===== config.mk =====
export PLATFORM = sky130hd
export DESIGN_NAME = cartridge_bank_controller
export DESIGN_NICKNAME = d
export VERILOG_FILES = /design/src/hw/rtl/cbc_pkg.sv /design/src/hw/rtl/cartridge_bank_controller.sv
export SDC_FILE = /design/constraint.sdc
export NUM_CORES = 1
export LEC_CHECK = 0
export ABC_CLOCK_PERIOD_IN_PS = 4600
export BUFFER_PORTS_ARGS = -buffer_cell sky130_fd_sc_hd__buf_2
export CELL_PAD_IN_SITES_DETAIL_PLACEMENT = 2
export CELL_PAD_IN_SITES_GLOBAL_PLACEMENT = 2
export CORE_MARGIN = 2
export CORE_UTILIZATION = 34
export CTS_CLUSTER_DIAMETER = 150
export DETAILED_ROUTE_END_ITERATION = 8
export PLACE_DENSITY_LB_ADDON = 0.05
export SLEW_MARGIN = 30
export SYNTH_ARGS = -nofsm -noshare
export SYNTH_HDL_FRONTEND = slang
export SYNTH_SLANG_ARGS = --single-unit

===== constraint.sdc =====
create_clock -name clk -period 4.6 [get_ports clk]
set_clock_uncertainty 0.2 [all_clocks]
set_input_delay 0.46 -clock clk [delete_from_list [all_inputs] [get_ports clk]]
set_output_delay 0.46 -clock clk [all_outputs]
set_load 0.01 [all_outputs]

===== src/hw/rtl/cbc_pkg.sv =====
// Shared types and codes for the cartridge bank controller.
package cbc_pkg;

    // Region codes reported with every bus access.
    typedef enum logic [2:0] {
        REGION_FIXED_ROM  = 3'd0,
        REGION_BANKED_ROM = 3'd1,
        REGION_EXT_RAM    = 3'd2,
        REGION_OTHER      = 3'd3,
        REGION_BANK_WRITE = 3'd4,
        REGION_BLOCKED    = 3'd5
    } region_t;

    // Controller kinds held in the cart type register.
    localparam logic [1:0] CART_NONE = 2'd0;
    localparam logic [1:0] CART_MBC1 = 2'd1;
    localparam logic [1:0] CART_MBC2 = 2'd2;

    // Bank register areas, selected by address bits 14:13 below 0x8000.
    localparam logic [1:0] AREA_RAM_ENABLE = 2'd0;
    localparam logic [1:0] AREA_ROM_LOW    = 2'd1;
    localparam logic [1:0] AREA_BANK_HIGH  = 2'd2;
    localparam logic [1:0] AREA_MODE       = 2'd3;

    // Access kinds.
    localparam logic KIND_READ  = 1'b0;
    localparam logic KIND_WRITE = 1'b1;

    // Reset values of the banking state.
    localparam logic [6:0] ROM_BANK_RESET  = 7'd1;
    localparam logic [1:0] CART_TYPE_RESET = CART_MBC1;

    // Value of the low data nibble that enables external RAM.
    localparam logic [3:0] RAM_ENABLE_KEY = 4'hA;

endpackage


===== src/hw/rtl/cartridge_bank_controller.sv =====
// Cartridge bank controller: bus access decode, address translation and bank registers.
//
// The controller translates one bus access per clock cycle while the receiver takes
// each result. An access transfer is taken whenever the result register is empty or
// its result is being taken in the same cycle, so a steady stream runs at one access
// per cycle into the result register. All decoding, translation and the
// bank register update are done in a single pass between the input port and the
// result register; the bank registers are updated at the access transfer, so the
// next access already sees the new banks. The cart type register is written through
// its own port, which is always ready, and should only be changed while no result
// is pending. Reset selects MBC1 style, ROM bank 1, RAM bank 0, ROM banking mode
// and external RAM disabled.
module cartridge_bank_controller
    import cbc_pkg::*;
(
    input  logic        clk,
    input  logic        rst_n,

    input  logic        cfg_valid,
    output logic        cfg_ready,
    input  logic [1:0]  cfg_data,

    input  logic        in_valid,
    output logic        in_ready,
    input  logic        kind,
    input  logic [15:0] address,
    input  logic [7:0]  wdata,

    output logic        out_valid,
    input  logic        out_ready,
    output logic [2:0]  region,
    output logic [20:0] mapped_address,
    output logic        write_allowed
);

    // Configuration and banking state.
    logic [1:0]  cart_type_reg;
    logic [6:0]  rom_bank_reg, rom_bank_next;
    logic [1:0]  ram_bank_reg, ram_bank_next;
    logic        banking_mode_reg, banking_mode_next;
    logic        ram_enabled_reg, ram_enabled_next;

    // Result register.
    logic        out_valid_reg;
    region_t     region_reg, region_next;
    logic [20:0] mapped_reg, mapped_next;
    logic        allowed_reg, allowed_next;

    logic        in_xfer;
    logic        is_write;
    logic        is_rom_area;
    logic        is_ram_area;
    logic        is_banned;
    logic        has_mbc;
    logic        is_mbc2;
    logic [3:0]  low4;
    logic [4:0]  low5;

    assign cfg_ready = 1'b1;
    assign in_ready  = !out_valid_reg || out_ready;
    assign in_xfer   = in_valid && in_ready;

    assign is_write    = (kind == KIND_WRITE);
    assign is_rom_area = !address[15];
    assign is_ram_area = (address[15:13] == 3'b101);
    assign is_banned   = ((address >= 16'hFEA0) && (address < 16'hFF00)) ||
                         ((address >= 16'hFF4C) && (address < 16'hFF80));
    assign has_mbc     = (cart_type_reg == CART_MBC1) || (cart_type_reg == CART_MBC2);
    assign is_mbc2     = (cart_type_reg == CART_MBC2);

    // Bank numbers written with zero select bank one.
    assign low4 = (wdata[3:0] == 4'd0) ? 4'd1 : wdata[3:0];
    assign low5 = (wdata[4:0] == 5'd0) ? 5'd1 : wdata[4:0];

    // Region decode and address translation with the banks before this access.
    always_comb
    begin
        region_next  = REGION_OTHER;
        mapped_next  = {5'd0, address};
        allowed_next = 1'b0;
        if (is_rom_area && !is_write)
        begin
            if (!address[14])
            begin
                region_next = REGION_FIXED_ROM;
            end
            else
            begin
                region_next = REGION_BANKED_ROM;
                mapped_next = {rom_bank_reg, address[13:0]};
            end
        end
        else if (is_rom_area)
        begin
            region_next = REGION_BANK_WRITE;
        end
        else if (is_ram_area)
        begin
            mapped_next = {6'd0, ram_bank_reg, address[12:0]};
            if (!is_write)
            begin
                region_next = REGION_EXT_RAM;
            end
            else if (ram_enabled_reg)
            begin
                region_next  = REGION_EXT_RAM;
                allowed_next = 1'b1;
            end
            else
            begin
                region_next = REGION_BLOCKED;
            end
        end
        else
        begin
            allowed_next = is_write && !is_banned;
        end
    end

    // Bank register update for writes below 0x8000.
    always_comb
    begin
        rom_bank_next     = rom_bank_reg;
        ram_bank_next     = ram_bank_reg;
        banking_mode_next = banking_mode_reg;
        ram_enabled_next  = ram_enabled_reg;
        if (in_xfer && is_write && is_rom_area && has_mbc)
        begin
            unique case (address[14:13])
                AREA_RAM_ENABLE:
                begin
                    if (!(is_mbc2 && address[8]))
                    begin
                        ram_enabled_next = (wdata[3:0] == RAM_ENABLE_KEY);
                    end
                end
                AREA_ROM_LOW:
                begin
                    if (is_mbc2)
                    begin
                        if (address[8])
                        begin
                            rom_bank_next = {3'd0, low4};
                        end
                    end
                    else
                    begin
                        rom_bank_next = {rom_bank_reg[6:5], low5};
                    end
                end
                AREA_BANK_HIGH:
                begin
                    if (banking_mode_reg)
                    begin
                        ram_bank_next = wdata[1:0];
                    end
                    else
                    begin
                        ram_bank_next = 2'd0;
                        rom_bank_next = {wdata[1:0], rom_bank_reg[4:0]};
                    end
                end
                AREA_MODE:
                begin
                    banking_mode_next = wdata[0];
                end
                default:
                begin
                    banking_mode_next = banking_mode_reg;
                end
            endcase
        end
    end

    // Control and banking state registers.
    always_ff @(posedge clk or negedge rst_n)
    begin
        if (!rst_n)
        begin
            cart_type_reg    <= CART_TYPE_RESET;
            rom_bank_reg     <= ROM_BANK_RESET;
            ram_bank_reg     <= 2'd0;
            banking_mode_reg <= 1'b0;
            ram_enabled_reg  <= 1'b0;
            out_valid_reg    <= 1'b0;
        end
        else
        begin
            if (cfg_valid && cfg_ready)
            begin
                cart_type_reg <= cfg_data;
            end
            rom_bank_reg     <= rom_bank_next;
            ram_bank_reg     <= ram_bank_next;
            banking_mode_reg <= banking_mode_next;
            ram_enabled_reg  <= ram_enabled_next;
            if (in_xfer)
            begin
                out_valid_reg <= 1'b1;
            end
            else if (out_ready)
            begin
                out_valid_reg <= 1'b0;
            end
        end
    end

    // Result payload, loaded on each access transfer.
    always_ff @(posedge clk)
    begin
        if (in_xfer)
        begin
            region_reg  <= region_next;
            mapped_reg  <= mapped_next;
            allowed_reg <= allowed_next;
        end
    end

    assign out_valid      = out_valid_reg;
    assign region         = region_reg;
    assign mapped_address = mapped_reg;
    assign write_allowed  = allowed_reg;

    // The low five bits of the ROM bank never read as zero.
    assert property (@(posedge clk) disable iff (!rst_n)
        rom_bank_reg[4:0] != 5'd0)
        else $error("ROM bank low bits are zero");

    // A banked ROM result never points into bank zero.
    assert property (@(posedge clk) disable iff (!rst_n)
        out_valid_reg && (region_reg == REGION_BANKED_ROM) |-> mapped_reg[20:14] != 7'd0)
        else $error("banked ROM result maps to bank zero");

    // A read transfer never yields a permitted write.
    assert property (@(posedge clk) disable iff (!rst_n)
        in_xfer && !is_write |=> !allowed_reg)
        else $error("read transfer marked as an allowed write");

    // Permitted writes only target external RAM or other memory.
    assert property (@(posedge clk) disable iff (!rst_n)
        out_valid_reg && allowed_reg |->
            (region_reg == REGION_EXT_RAM) || (region_reg == REGION_OTHER))
        else $error("allowed write in a region that takes no writes");

    // A pending result is held until it is taken.
    assert property (@(posedge clk) disable iff (!rst_n)
        out_valid_reg && !out_ready |=> out_valid_reg && $stable(mapped_reg))
        else $error("pending result lost or changed");

endmodule


==> reports/metrics.csv <==
stage,metric,value,unit
outcome,status,completed,
synthesis,adder-cell area share of the yosys netlist,0.007559,
synthesis,main combinational cell family by area after synthesis,simple AND/OR/NAND/NOR gates,
route,antenna-violating nets left,0,
placed_design,GPL Wtd Cong,0.6749,
global_routing,pin count of the biggest net entering global routing,26,
layout,Final Non-Filler Cells,245,
global_routing,GRT Residual Overflow,0,
sta,Setup TNS,0,ps
cts,CTS Buf Count,5,
synthesis,Synth Net Count,151,
critical_path,CP Data Arrival Time,2170,ps
route,1st-pass router iterations,2,
cts,CTS tree,done,
power,Pwr per Cell Area,404.1,nW/µm²
route,WL final,3844,µm
cts,clock insertion delay at the later pin of the skew report,290,ps
floorplanning,Die W,73.78,µm
synthesis,"flops & latches, synth",39,
synthesis,asr flop ratio synth,0.3590,
placed_design,IO Port Bufs,55,
layout,max reg flops,21,
synthesis,Cell variety after synth,38,
global_routing,vias in the first global route,1289,
hold_path,worst hold stages,1,
sta,post-layout minimum cycle time,2199,ps
synthesis,mean post-synth cell area,14.03,µm²
cts,clk sinks,39,
critical_path,CP endpoint kind,register,
global_routing,initial antenna violation count,0,
synthesis,dominant synthesized flop cell,edfxtp_1,
floorplanning,core area,4723,µm²
route,average wire per cell in the routed design,15.69,µm
hold_path,hold path start,address[0],
critical_path,crit-path max FO,5,
layout,antenna diode count,0,
placed_design,placed cell count,236,
floorplanning,Initial Util,0.3505,
global_routing,Overall Global Routing Usage,0.1522,
floorplanning,num rows,25,
cts,Max clock buf depth,2,
run,max cap viols,0,
synthesis,synth top area cells,"edfxtp_1, dfrtp_1, mux2_2, dfstp_2, and2_1",
layout,nets,210,
synthesis,Post-Synth Simple-Gate Area,0.1610,
critical_path,reg2reg start,cart_type_reg[0]$_DFFE_PN1P_,
route,# DRC,0,
synthesis,most frequent cell after synthesis,edfxtp_1,
critical_path,Startpoint Class,register,
sta,period utilization,0.4780,
layout,share of cells above drive strength 1,0.4551,
sta,final hold vios,0,
power,leakage,0.9340,nW
cts,Clock transition at path regs,80,ps
sta,worst slew pin tran,571.1,ps
cts,root buf cell,clkbuf_8,
sta,Final setup viols,0,
synthesis,synth warn,0,
synthesis,"EDFF count, synth",25,
placed_design,DP HPWL,2967,µm
sta,unrepaired setup endpoints after global routing,false,
critical_path,required time worst endpoint,4570,ps
critical_path,worst setup path start,cart_type_reg[0]$_DFFE_PN1P_,
route,vias,1150,
critical_path,Setup Crit Path Kind,reg -> reg,
global_routing,first-pass GRT wire length,6147,µm
floorplanning,Die Footprint,5443,µm²
critical_path,Reg2Reg Depth,6,
route,DR iter-0 viols,26,
sta,Slew HR,0.6193,
synthesis,XOR/XNOR Fraction of Synth Area,0,
floorplanning,Chip Height,73.78,µm
synthesis,share of the synthesized area in the top cell type,0.4535,
layout,synth-to-layout area growth,28.72,%
critical_path,R2R Setup Slk,2400,ps
synthesis,most frequent cells after synthesis,"edfxtp_1, dfrtp_1, nand2_1, inv_1",
synthesis,cells after synthesis,118,
route,Vias per Instance,4.694,
sta,fmax,454.8,MHz
hold_path,hold crit path type,in -> reg,
cts,H-tree level count,2,
floorplanning,IO Pins,60,
synthesis,post-synthesis cell area,1655,µm²
synthesis,Synth Area in Compound Gates,0.06198,
sta,"Slew Viols, Final",0,
synthesis,post-synthesis mux area share,0.06803,
power,worst ir drop on vdd,0.0002657,V
synthesis,post-synthesis sequential area ratio,0.6667,
synthesis,"area leader, netlist",edfxtp_1,
[per-layer routing]
layer / track usage / up-vias / part of all wire
met4: 0.04242 / 0 / 0.0096
met3: 0.04527 / 4 / 0.063
met2: 0.2837 / 41 / 0.55
met1: 0.1651 / 566 / 0.38
li1: - / 539 / -
met5: 0 / - / 0
[final cells by class]
class | count | area, µm²
inverters | 7 | 26.28
repair buffers | 56 | 285.3
clock buffers | 6 | 72.57
well taps | 67 | 83.83
fillers | 495 | 2592
multi-input cells | 68 | 499.2
clock inverters | 2 | 60.06
flip-flops and latches | 39 | 1104
[worst max-delay path, stage by stage, from the launching register on]
cell     delay [ps]
dfstp_2         520
inv_1            50
ha_1            300
nor3b_2         210
nand3_2         140
nor3_4          290
mux2_2          370
[worst paths after layout]
| kind | endpoint |
|---|---|
| worst max-delay path | rom_bank_reg[1]$_DFFE_PN0P_ |
| worst min-delay path | mapped_address[0]$_DFFE_PP_ |
| worst max register to register | rom_bank_reg[1]$_DFFE_PN0P_ |
| worst min register to register | rom_bank_reg[0]$_DFFE_PN1P_ |
| max in group asynchronous | rom_bank_reg[0]$_DFFE_PN1P_ |
| min in group asynchronous | ram_bank_reg[1]$_DFFE_PN0P_ |
[repair_timing]
item,4_1_cts,5_1_grt
hold buffers,1,0
resized for setup,0,0
buffers inserted,0,0
endpoints found under the hold margin,12,0
[where the power goes]
group / leakage [nW] / switching, mW / internal (mW)
clock network: 0.0654 / 0.117 / 0.217
logic: 0.457 / 0.0538 / 0.0445
registers: 0.411 / 0.0161 / 0.413
[cells in the final DEF, fill, tap and decap left out, types with 3 or more instances in the layout]
master    netlist  routed
a21oi_1         3       3
and2_1          6       5
buf_2           0      55
clkbuf_8        0       5
dfrtp_1        12      12
edfxtp_1       25      25
inv_1           7       7
mux2_2          6       6
mux2i_1         3       3
nand2_1         9       9
nand2b_1        3       3
nand3_2         3       3
nand4_1         3       3
nor2_1          4       4
[per-stage QoR]
| step | util | setup WS [ps] | instance area, µm² | power, mW | hold slack (ps) |
|---|---|---|---|---|---|
| finish | 0.4511 | 2401 | 2131 | 0.8611 | 150.3 |
| global route | 0.4511 | 2301 | 2131 | 0.9038 | 137.4 |
| CTS | 0.4509 | 2378 | 2130 | 0.8747 | 140.0 |
| detailed placement | 0.4207 | 2398 | 1987 | 0.5362 | 178.1 |
| global placement | 0.4207 | 2435 | 1987 | 0.5295 | 176.0 |
| floorplan | - | 2541 | 1655 | 0.4890 | -35.59 |
[cells by family (layout without fill, tap and decap cells)]
kind of cell,Yosys count,in the layout
and+or+nand+nor,42,42
DFF,39,39
AOI/OAI and AO/OA,14,14
buffers and inverters,11,71
muxes,10,10
adders and majority gates,1,1
other,1,1
Note: power is estimated with default switching activity, not from simulation.
